### config.mk
export PLATFORM = sky130hd
export DESIGN_NAME = greedy_coin_change
export DESIGN_NICKNAME = d
export VERILOG_FILES = /design/src/hw/rtl/gcc_pkg.sv /design/src/hw/rtl/greedy_coin_change.sv
export SDC_FILE = /design/constraint.sdc
export NUM_CORES = 1
export LEC_CHECK = 0
export BUFFER_PORTS_ARGS = -buffer_cell sky130_fd_sc_hd__buf_4
export CORE_ASPECT_RATIO = 1.1
export CORE_MARGIN = 4
export CORE_UTILIZATION = 47
export DETAILED_ROUTE_END_ITERATION = 10
export GPL_TIMING_DRIVEN = 0
export HOLD_SLACK_MARGIN = 0.02
export SYNTH_ARGS = -nofsm -noshare
export SYNTH_HDL_FRONTEND = slang
export SYNTH_SLANG_ARGS = --single-unit
### constraint.sdc
create_clock -name i_clk -period 7.8 [get_ports i_clk]
set_input_delay 1.56 -clock i_clk [delete_from_list [all_inputs] [get_ports i_clk]]
set_output_delay 1.56 -clock i_clk [all_outputs]
set_load 0.05 [all_outputs]
### src/hw/rtl/gcc_pkg.sv
package gcc_pkg;

    // Field widths fixed by the interface
    localparam int COIN_BITS     = 16;
    localparam int SLOT_BITS     = 3;
    localparam int CFG_IDX_BITS  = 3;
    localparam int QTY_BITS      = 16;

    // Defaults for the top-level parameters
    localparam int DEF_MAX_COINS   = 6;
    localparam int DEF_AMOUNT_BITS = 16;

    // Register map
    localparam int REG_SLOTS = 6;
    localparam logic [CFG_IDX_BITS-1:0] CFG_COIN_0       = 3'd0;
    localparam logic [CFG_IDX_BITS-1:0] CFG_COIN_1       = 3'd1;
    localparam logic [CFG_IDX_BITS-1:0] CFG_COIN_2       = 3'd2;
    localparam logic [CFG_IDX_BITS-1:0] CFG_COIN_3       = 3'd3;
    localparam logic [CFG_IDX_BITS-1:0] CFG_COIN_4       = 3'd4;
    localparam logic [CFG_IDX_BITS-1:0] CFG_COIN_5       = 3'd5;
    localparam logic [CFG_IDX_BITS-1:0] CFG_COINS_IN_USE = 3'd6;

    // Reset values
    localparam logic [SLOT_BITS-1:0] COINS_IN_USE_RESET = 3'd6;
    localparam logic [COIN_BITS-1:0] COIN_RESET [REG_SLOTS] = '{
        16'd200, 16'd100, 16'd50, 16'd20, 16'd10, 16'd5
    };

endpackage

### src/hw/rtl/greedy_coin_change.sv
// Channel   Direction  Handshake                  Payload
// input     in         i_in_valid / o_in_stall    i_change_amount
// result    out        o_out_valid / i_out_stall  o_coin_slot, o_coin_quantity,
//                                                 o_amount_invalid, o_last_of_run
// config    in         i_cfg_valid / o_cfg_ready  i_cfg_index, i_cfg_data
//
// Datapath: one bit-serial restoring divider yields one quotient bit per cycle.
// An amount takes one check division by the smallest coin, then one division
// per coin in use, AMOUNT_BITS quotient bits each; every coin's result is
// handed over to the output register through S_PUT.
// An amount of zero, or a zero smallest coin, is reported invalid without dividing.
// Reset: synchronous, active low; restores the denominations and coin count.
// Stalls: a held result stops the divider; the last result of a run may wait
// in the output register while the next amount is accepted.
module greedy_coin_change #(
    parameter int MAX_COINS   = gcc_pkg::DEF_MAX_COINS,
    parameter int AMOUNT_BITS = gcc_pkg::DEF_AMOUNT_BITS
) (
    input  logic                           i_clk,
    input  logic                           i_rst_n,
    // input channel
    input  logic                           i_in_valid,
    output logic                           o_in_stall,
    input  logic [15:0]                    i_change_amount,
    // result channel
    output logic                           o_out_valid,
    input  logic                           i_out_stall,
    output logic [gcc_pkg::SLOT_BITS-1:0]  o_coin_slot,
    output logic [gcc_pkg::QTY_BITS-1:0]   o_coin_quantity,
    output logic                           o_amount_invalid,
    output logic                           o_last_of_run,
    // configuration channel
    input  logic                           i_cfg_valid,
    output logic                           o_cfg_ready,
    input  logic [gcc_pkg::CFG_IDX_BITS-1:0] i_cfg_index,
    input  logic [gcc_pkg::COIN_BITS-1:0]  i_cfg_data
);
    import gcc_pkg::*;

    // Width wide enough for both the amount and a 16-bit field
    localparam int WIDE_BITS = (AMOUNT_BITS > COIN_BITS) ? AMOUNT_BITS : COIN_BITS;
    localparam int CNT_BITS  = $clog2(AMOUNT_BITS);

    typedef enum logic [1:0] {
        S_IDLE,
        S_CHECK,
        S_DIV,
        S_PUT
    } t_state;

    // ---------------------------------------------------------------
    // Configuration registers: always ready, ignore unmapped indexes
    // ---------------------------------------------------------------
    logic [COIN_BITS-1:0] r_coin [MAX_COINS];
    logic [SLOT_BITS-1:0] r_coins_in_use;

    assign o_cfg_ready = 1'b1;

    always_ff @(posedge i_clk) begin
        if (!i_rst_n) begin
            for (int i = 0; i < MAX_COINS; i++) begin
                r_coin[i] <= COIN_RESET[i];
            end
            r_coins_in_use <= COINS_IN_USE_RESET;
        end else if (i_cfg_valid && o_cfg_ready) begin
            for (int i = 0; i < MAX_COINS; i++) begin
                if (i_cfg_index == CFG_IDX_BITS'(i)) begin
                    r_coin[i] <= i_cfg_data;
                end
            end
            if (i_cfg_index == CFG_COINS_IN_USE) begin
                r_coins_in_use <= i_cfg_data[SLOT_BITS-1:0];
            end
        end
    end

    // Clamp the coin count into 1..MAX_COINS; the last slot holds the smallest
    logic [SLOT_BITS-1:0] last_slot;

    always_comb begin
        priority if (r_coins_in_use == '0) begin
            last_slot = '0;
        end else if (r_coins_in_use > SLOT_BITS'(MAX_COINS)) begin
            last_slot = SLOT_BITS'(MAX_COINS - 1);
        end else begin
            last_slot = r_coins_in_use - SLOT_BITS'(1);
        end
    end

    // ---------------------------------------------------------------
    // Datapath registers
    // ---------------------------------------------------------------
    t_state                 r_state;
    logic [SLOT_BITS-1:0]   r_slot;      // coin under division
    logic [AMOUNT_BITS-1:0] r_rem;       // amount still to split
    logic [AMOUNT_BITS-1:0] r_quo;       // dividend in, quotient out
    logic [COIN_BITS-1:0]   r_part;      // partial remainder
    logic [COIN_BITS-1:0]   r_div;       // divisor
    logic [CNT_BITS-1:0]    r_cnt;       // quotient bit count

    // Result waiting for the output register
    logic [SLOT_BITS-1:0]   r_pend_slot;
    logic [QTY_BITS-1:0]    r_pend_qty;
    logic                   r_pend_inv;
    logic                   r_pend_last;

    // Coin selects for the smallest coin and the next slot
    logic [SLOT_BITS-1:0]   slot_inc;
    logic [COIN_BITS-1:0]   coin_smallest;
    logic [COIN_BITS-1:0]   coin_next;

    assign slot_inc = r_slot + SLOT_BITS'(1);

    always_comb begin
        coin_smallest = '0;
        coin_next     = '0;
        for (int i = 0; i < MAX_COINS; i++) begin
            if (last_slot == SLOT_BITS'(i)) begin
                coin_smallest = r_coin[i];
            end
            if (slot_inc == SLOT_BITS'(i)) begin
                coin_next = r_coin[i];
            end
        end
    end

    // Incoming amount, masked to AMOUNT_BITS
    logic [WIDE_BITS-1:0]   amount_wide;
    logic [AMOUNT_BITS-1:0] amount;

    assign amount_wide = WIDE_BITS'(i_change_amount);
    assign amount      = amount_wide[AMOUNT_BITS-1:0];

    // One restoring step: shift in the next dividend bit, subtract if it fits
    logic [COIN_BITS:0]     shifted;
    logic [COIN_BITS:0]     diff;
    logic                   fits;
    logic [COIN_BITS-1:0]   n_part;
    logic [AMOUNT_BITS-1:0] n_quo;
    logic                   step_done;

    assign shifted   = {r_part, r_quo[AMOUNT_BITS-1]};
    assign diff      = shifted - {1'b0, r_div};
    assign fits      = !diff[COIN_BITS];
    assign n_part    = fits ? diff[COIN_BITS-1:0] : shifted[COIN_BITS-1:0];
    assign step_done = (r_cnt == CNT_BITS'(AMOUNT_BITS - 1));

    generate
        if (AMOUNT_BITS > 1) begin : g_quo
            assign n_quo = {r_quo[AMOUNT_BITS-2:0], fits};
        end else begin : g_quo1
            assign n_quo = fits;
        end
    endgenerate

    // Quotient saturated to the quantity field; remainder resized to the amount
    logic [WIDE_BITS-1:0]   quo_wide;
    logic [QTY_BITS-1:0]    qty_sat;
    logic [WIDE_BITS-1:0]   part_wide;

    assign quo_wide  = WIDE_BITS'(n_quo);
    assign qty_sat   = (quo_wide > WIDE_BITS'({QTY_BITS{1'b1}})) ? {QTY_BITS{1'b1}}
                                                                : quo_wide[QTY_BITS-1:0];
    assign part_wide = WIDE_BITS'(n_part);

    logic out_taken;

    assign out_taken  = o_out_valid && !i_out_stall;
    assign o_in_stall = (r_state != S_IDLE);

    // ---------------------------------------------------------------
    // Sequencer and output register
    // ---------------------------------------------------------------
    always_ff @(posedge i_clk) begin
        if (!i_rst_n) begin
            r_state     <= S_IDLE;
            o_out_valid <= 1'b0;
        end else begin
            // drop the result once the far side has taken it, unless the
            // hand-over below refills the register in the same cycle
            if (out_taken && r_state != S_PUT) begin
                o_out_valid <= 1'b0;
            end

            unique case (r_state)
                S_IDLE: begin
                    if (i_in_valid) begin
                        r_rem  <= amount;
                        r_quo  <= amount;
                        r_part <= '0;
                        r_div  <= coin_smallest;
                        r_cnt  <= '0;
                        r_slot <= '0;
                        if (amount == '0 || coin_smallest == '0) begin
                            // invalid without dividing
                            r_pend_slot <= '0;
                            r_pend_qty  <= '0;
                            r_pend_inv  <= 1'b1;
                            r_pend_last <= 1'b1;
                            r_state     <= S_PUT;
                        end else begin
                            r_state <= S_CHECK;
                        end
                    end
                end

                S_CHECK: begin
                    // amount modulo smallest coin must be zero
                    if (!step_done) begin
                        r_quo  <= n_quo;
                        r_part <= n_part;
                        r_cnt  <= r_cnt + CNT_BITS'(1);
                    end else if (n_part != '0) begin
                        r_pend_slot <= '0;
                        r_pend_qty  <= '0;
                        r_pend_inv  <= 1'b1;
                        r_pend_last <= 1'b1;
                        r_state     <= S_PUT;
                    end else begin
                        // start the greedy run at the largest coin
                        r_quo   <= r_rem;
                        r_part  <= '0;
                        r_div   <= r_coin[0];
                        r_cnt   <= '0;
                        r_state <= S_DIV;
                    end
                end

                S_DIV: begin
                    if (r_div == '0) begin
                        // a zero coin gives nothing; the remainder passes on
                        r_pend_slot <= r_slot;
                        r_pend_qty  <= '0;
                        r_pend_inv  <= 1'b0;
                        r_pend_last <= (r_slot == last_slot);
                        r_state     <= S_PUT;
                    end else begin
                        r_quo  <= n_quo;
                        r_part <= n_part;
                        r_cnt  <= r_cnt + CNT_BITS'(1);
                        if (step_done) begin
                            r_rem       <= part_wide[AMOUNT_BITS-1:0];
                            r_pend_slot <= r_slot;
                            r_pend_qty  <= qty_sat;
                            r_pend_inv  <= 1'b0;
                            r_pend_last <= (r_slot == last_slot);
                            r_state     <= S_PUT;
                        end
                    end
                end

                S_PUT: begin
                    // hold until the output register is free
                    if (!o_out_valid || out_taken) begin
                        o_out_valid      <= 1'b1;
                        o_coin_slot      <= r_pend_slot;
                        o_coin_quantity  <= r_pend_qty;
                        o_amount_invalid <= r_pend_inv;
                        o_last_of_run    <= r_pend_last;
                        if (r_pend_last) begin
                            r_state <= S_IDLE;
                        end else begin
                            // advance to the next coin with the remainder
                            r_slot  <= slot_inc;
                            r_quo   <= r_rem;
                            r_part  <= '0;
                            r_div   <= coin_next;
                            r_cnt   <= '0;
                            r_state <= S_DIV;
                        end
                    end
                end

                default: begin
                    r_state <= S_IDLE;
                end
            endcase
        end
    end

    // ---------------------------------------------------------------
    // Assertions
    // ---------------------------------------------------------------
    a_invalid_shape: assert property (@(posedge i_clk) disable iff (!i_rst_n)
        o_out_valid && o_amount_invalid |->
            o_last_of_run && o_coin_slot == '0 && o_coin_quantity == '0)
        else $error("invalid result is not a lone zero result");

    a_last_slot: assert property (@(posedge i_clk) disable iff (!i_rst_n)
        o_out_valid && !o_amount_invalid && o_last_of_run |-> o_coin_slot == last_slot)
        else $error("run ended on the wrong coin slot");

    a_busy_after_accept: assert property (@(posedge i_clk) disable iff (!i_rst_n)
        i_in_valid && !o_in_stall |=> o_in_stall)
        else $error("accepted a second amount while the first is in progress");

    a_slot_range: assert property (@(posedge i_clk) disable iff (!i_rst_n)
        r_state == S_DIV |-> r_slot <= last_slot)
        else $error("division ran past the last coin in use");

endmodule
==> impl_metrics.toml, run 1 <==
[die]
fp-row-count = 60
num_io_pins = 64
die_h_um = 175
core_sq_um = 24700
chipWidth_um = 160
initial_core_util = 0.482
dieArea_sq_um = 28000

[clock_tree]
post_cts_buffers = 0
ctsHtreeMaxLevel = 1
cts_buffers = 23
clockRootBuffer = "clkbuf_16"
clk_pin_slew_worst_paths_ns = 0.07
cts.hold.buffers_added = 0
clk_latency_ns = 0.51
ctsResizeCount = 0
cts_buffer_depth = 3
clock-sinks = 215
cts_tree = "done"

[global_route]
grt_pass1_vias = 9356
grt_pass1_wl_mm = 54.9
antenna_found_initial = 0
grt_max_degree = 18
grt_usage = 0.252
globalRoute.totalOverflow = 0

[layout]
layout.nets = 1283
multi_input_area_sq_um = 5140
register_area_sq_um = 6400
diodes = 0
drive_gt1_frac = 0.127
fill_cells = 2192
area_delta_synth_final_pct = 14.4

[drt]
wl_mm = 35.9
drc = 0
wl_per_cell_um = 23.3
drt_iter0_markers = 971
dr.pass1.iters = 9
antenna_left = 0
vias_per_cell = 6.07
route.vias.total = 9347

[sta]
slew_headroom = 0.201
setup_violations = 0
max_freq_mhz = 187
rsz0062_at_grt = "no"
slew_viol_final = 0
finalHoldViolCount = 0
fin_skew_ns = 0.0120
whs_ns = 0.417
worst_pin_slew_ns = 1.19
fin_ws_ns = 2.46
fin_crit_sh = 0.685
period_needed_ns = 5.34

[power_and_ir_drop]
p_per_area_nw_per_um2 = 331
p_leak_uw = 0.00505
ir_worst_vdd_v = 0.000178
total_power_uw = 4510

[setup_path]
regToRegSetupSlack_ns = 2.46
required_ns = 8.00
crit_arrival_ns = 5.54
crit_end = "r_pend_qty[9]"
crit-reg2reg-launch = "r_coins_in_use[0]"
worstSetupStartpoint = "r_coins_in_use[0]"
critical_path.startpoint_type = "flop"
critical_path_class = "flop to flop"
rr_worst_depth = 13
timing.rr.end = "r_pend_qty[9]"
path_max_fanout = 13
crit_path_end_kind = "flop"

[logic_synthesis]
synth_edf_count = 209
syn_inst = 1118
seq_area_frac_synth = 0.537
synth_nets = 1188
avgSynthCellArea_sq_um = 10.7
yosys_warnings = 0
ys_seq_elements = 215
ys_async_sr_fraction = 0
synthFlopType = "edfxtp_1"
synth_area_sq_um = 11900
yosysUniqueCellTypes = 88

[place]
port_buffers = 62
dp_hpwl_mm = 28.2
place_ws_ns = 2.61
globalplace.congestion = 0.961

[job]
drv_cap = 0

[run_status]
outcome = "completed"

[hold_path]
min_path_type = "flop to flop"
## cell usage after synthesis (3+ instances only)
library cell,count,share of area
a31o_2,3,0.0022
inv_1,31,0.0098
dfxtp_1,6,0.010
mux2_2,4,0.0038
or2_2,3,0.0016
a211oi_1,12,0.0076
nand2_1,112,0.035
a221oi_1,24,0.018
nand2b_1,9,0.0047
a311oi_1,3,0.0022
a21oi_1,61,0.026
xnor2_1,10,0.0073
a31oi_1,7,0.0037
nor3_1,35,0.015
clkbuf_8,3,0.0035
and3_1,25,0.013
a22oi_1,10,0.0063
mux2i_1,24,0.020
a222oi_1,31,0.026
nor4_1,14,0.0073
a32oi_1,5,0.0037
o41ai_1,3,0.0022
xor2_1,7,0.0051
o31ai_1,5,0.0032
o21ai_0,51,0.021
or3_1,13,0.0068
o211ai_1,4,0.0025
nor2b_1,7,0.0037
nand3_1,13,0.0055
ha_1,29,0.030
clkbuf_1,49,0.015
nor2_1,114,0.036
buf_1,4,0.0013
edfxtp_1,209,0.53
buf_2,8,0.0034
and2_1,91,0.048
o221ai_1,13,0.0096
## worst min path at each step
stage / from / end / slack (ns) / depth (start not counted)
finish: r_pend_inv / o_amount_invalid / 0.42 / 0
global route: r_pend_inv / o_amount_invalid / 0.42 / 0
CTS: r_pend_inv / o_amount_invalid / 0.42 / 0
detailed placement: r_pend_inv / o_amount_invalid / 0.40 / 0
global placement: r_pend_slot[0] / o_coin_slot[0] / 0.40 / 0
floorplan: r_pend_inv / o_amount_invalid / 0.40 / 0
## through the flow
step / area, sq um / util / TNS, ns / cells
2_1_floorplan: 11900 / - / 0 / 1118
3_3_place_gp: 12800 / 0.517 / -15.67 / 1490
3_5_place_dp: 12900 / 0.523 / 0 / 1498
4_1_cts: 13600 / 0.552 / 0 / 1539
5_1_grt: 13600 / 0.552 / 0 / 1539
6_report: 13600 / 0.552 / 0 / 1539
## where the power goes
part	leakage [uW]	switching, uW	total, uW	internal (uW)
registers	0.00204	133	1690	1550
logic	0.00266	1160	1780	618
clock network	0.000354	439	1040	604
total	0.00505	1730	4510	2770
## cell families after synthesis
family	after synthesis	share of synthesized area
AO/OA/AOI/OAI	266	0.164
XOR/XNOR	17	0.0125
adder cells (fa/ha/maj)	30	0.0321
buffers and inverters	100	0.0364
flip-flops	215	0.537
multiplexers	28	0.0239
other	1	0.000315
AND/OR/NAND/NOR	461	0.194
## placed cells by master, fill, tap and decap left out, drive strengths merged, types with 3 or more instances in the layout
cell     count
clkinv      15
a31oi        8
and2        93
a311oi       3
dfxtp        6
o2111a       3
nand3       13
a2111oi      3
mux2i       24
and3        26
a221oi      24
ha          29
or3         15
xnor2       10
nor3        37
o31ai        5
o221ai      13
o21a         3
nand2      112
xor2         7
or2          5
a32oi        5
o211ai       4
nand2b      10
edfxtp     209
a222oi      31
a211oi      13
a21oi       63
o41ai        3
nor2       115
a22oi       10
o21ai       53
nor4        15
clkbuf      78
nor2b        7
buf         85
a31o         3
inv         31
mux2         4
## registers in the layout, indices dropped and copies added (netlist names)
register and count:
r_slot 3, r_part 16, o_coin_slot 3, o_out_valid 1, r_coin 96, r_pend_qty 16, o_last_of_run 1, r_coins_in_use 3
r_pend_inv 1, r_div 16, r_pend_slot 3, r_rem 16, o_coin_quantity 16, r_state 2, r_cnt 4, r_pend_last 1
r_quo 16, o_amount_invalid 1
## per-layer routing
metal	global-route usage	wire, um	share of wire	up-vias
met5	0	0	0	-
met4	0.114	1720	0.048	0
met3	0.0307	2040	0.057	84
met2	0.452	18200	0.51	383
met1	0.303	14000	0.39	4454
li1	-	-	-	4426
## cell type report
type,count,share of cell area
Clock inverter,15,0.00872
Tap cell,310,0.0285
Timing Repair Buffer,70,0.0413
Sequential cell,215,0.469
Inverter,33,0.00909
Multi-Input combinational cell,803,0.377
Buffer,67,0.0228
Clock buffer,26,0.0430
## critical path, cell delays in order, from the launching register on
cell and delay (ns):
dfxtp_1 0.33, buf_2 0.25, inv_1 0.29, ha_1 0.39, buf_2 0.32, nand2_1 0.15
o31ai_1 0.94, nor2_1 0.11, a221oi_1 0.50, o311ai_1 0.20, nor3_1 0.19, a31oi_1 0.19
a2111oi_4 0.87, buf_6 0.28
Note: power is estimated with default switching activity, not from simulation.
==> inputs of run 2 (changes only) <==
--- a/config.mk
+++ b/config.mk
@@ -12,6 +12,7 @@
 export DETAILED_ROUTE_END_ITERATION = 10
 export GPL_TIMING_DRIVEN = 0
 export HOLD_SLACK_MARGIN = 0.02
+export PLACE_DENSITY = 0.66
 export SYNTH_ARGS = -nofsm -noshare
 export SYNTH_HDL_FRONTEND = slang
 export SYNTH_SLANG_ARGS = --single-unit
==> constraint.sdc (replaced) <==
create_clock -name i_clk -period 4.4 [get_ports i_clk]
set_input_delay 0.88 -clock i_clk [delete_from_list [all_inputs] [get_ports i_clk]]
set_output_delay 0.88 -clock i_clk [all_outputs]
set_load 0.05 [all_outputs]
==> run 2 against run 1 <==
Die area did not move. Clock skew is 0.0082 ns higher. Wire length is 2.9% lower. Highest routed layer unchanged. Core utilization up 0.50 points. Design area up 0.91%. Final cell count is 0.13% higher. Combinational power up 80%. Clock power grew 88%.
==> impl_metrics.toml, run 2 (synthesized netlist as in run 1, its figures left out) <==
[global_route]
grt_usage = 0.241
antenna_found_initial = 0
globalRoute.totalOverflow = 0
grt_pass1_wl_mm = 53.7
grt_max_degree = 17
grt_pass1_vias = 9504

[die]
chipWidth_um = 160
fp-row-count = 60
die_h_um = 175
dieArea_sq_um = 28000
core_sq_um = 24700
num_io_pins = 64
initial_core_util = 0.482

[run_status]
outcome = "completed"

[clock_tree]
clk_latency_ns = 0.52
cts.hold.buffers_added = 0
cts_buffer_depth = 3
ctsHtreeMaxLevel = 1
clock-sinks = 215
cts_tree = "done"
clk_pin_slew_worst_paths_ns = 0.07
cts_buffers = 23
clockRootBuffer = "clkbuf_16"

[drt]
antenna_left = 0
wl_mm = 34.9
wl_per_cell_um = 22.6
drc = 0
vias_per_cell = 6.18
drt_iter0_markers = 1054
dr.pass1.iters = 9
route.vias.total = 9521

[layout]
final_area_sq_um = 13800
drive_gt1_frac = 0.136
top_register = "r_coin"
fill_cells = 2147
diodes = 0
final_common_cell = "edfxtp_1"
multi_input_area_sq_um = 5200
area_delta_synth_final_pct = 15.4
final_cell_mix = "edfxtp_1 (209), nor2_1 (114), nand2_1 (112)"
utilization = 0.557
largest_reg_flops = 96
layout.nets = 1287
register_area_sq_um = 6400

[place]
port_buffers = 62
placed_area_sq_um = 12900
globalplace.congestion = 0.975
place_ws_ns = -0.682
dp_hpwl_mm = 27.1

[sta]
setup_violations = 0
max_freq_mhz = 238
slew_viol_final = 0
fin_ws_ns = 0.207
period_needed_ns = 4.19
finalHoldViolCount = 0
worst_pin_slew_ns = 1.04
fin_skew_ns = 0.0202
slew_headroom = 0.300
fin_crit_sh = 0.953
whs_ns = 0.420

[setup_path]
rr_worst_depth = 14
crit_arrival_ns = 4.41
path_max_fanout = 10
critical_path_class = "flop to flop"
required_ns = 4.62
critical_path.startpoint_type = "flop"
crit_path_end_kind = "flop"

[power_and_ir_drop]
ir_worst_vdd_v = 0.000321
p_leak_uw = 0.00510
p_per_area_nw_per_um2 = 592

[hold_path]
min_path_type = "flop to flop"
hold_depth = 0

[job]
drv_cap = 0
run 2: changes by cell type in the layout (fill, tap and decap cells not counted), moves of 2 or more:
cell	before	now
buf_4	65	68
clkinv_2	8	4
buf_6	4	7
clkinv_4	0	2
clkinvlp_4	0	2
buf_8	4	2
mux2i_2	0	2
a221oi_1	24	22
clkinv_1	7	3
inv_6	0	2
a221oi_2	0	2
mux2i_1	24	21
run 2: metal layers:
metal | track usage | vias up | wire length, um
met5 | 0 | - | 0
met2 | 0.437 | 403 | 17800
li1 | - | 4440 | -
met4 | 0.116 | 0 | 1700
met3 | 0.0276 | 95 | 1860
met1 | 0.287 | 4583 | 13600
run 2: worst max-delay path, cell delays in order (launching register included):
cell,delay (ns)
edfxtp_1,0.41
inv_1,0.08
ha_1,0.17
inv_1,0.06
fa_1,0.42
a21oi_2,0.19
o22ai_1,0.20
o2111a_2,0.35
o21a_4,0.25
nor2_2,0.37
mux2i_2,0.48
nand4_1,0.25
a311oi_4,0.29
buf_6,0.20
buf_6,0.17
run 2: power by group:
part	internal, uW	switching [uW]
combinational	1130	2070
sequential	2750	230
clock	1140	817
run 2: area by class of cell:
type | count | share of cell area
Timing Repair Buffer | 74 | 0.0428
Inverter | 33 | 0.00928
Buffer | 67 | 0.0227
Multi-Input combinational cell | 803 | 0.378
Clock buffer | 25 | 0.0424
Tap cell | 310 | 0.0282
Clock inverter | 14 | 0.0116
Sequential cell | 215 | 0.465
run 2: final timing paths:
| path | start | slack, ns | to |
|---|---|---|---|
| hold / removal | r_pend_qty[0] | 0.42 | o_coin_quantity[0] |
| setup reg to reg | r_quo[15] | 0.21 | r_part[12] |
| setup / recovery | r_quo[15] | 0.21 | r_part[12] |
| hold reg to reg | r_pend_qty[0] | 0.42 | o_coin_quantity[0] |
run 2: timing repair:
| action | CTS | global route |
|---|---|---|
| gates resized for setup | 3 | 7 |
| pin swaps | 2 | 1 |
| setup endpoints to repair | 50 | 43 |
| setup buffers | 2 | 1 |
run 2: through the flow:
stage | power (uW) | TNS (ns) | instances
detailed placement | 6120 | -19.60 | 1499
floorplan | 5120 | 0 | 1118
global route | 8570 | -1.49 | 1541
CTS | 8090 | 0 | 1540
finish | 8140 | 0 | 1541
global placement | 6030 | -67.49 | 1490
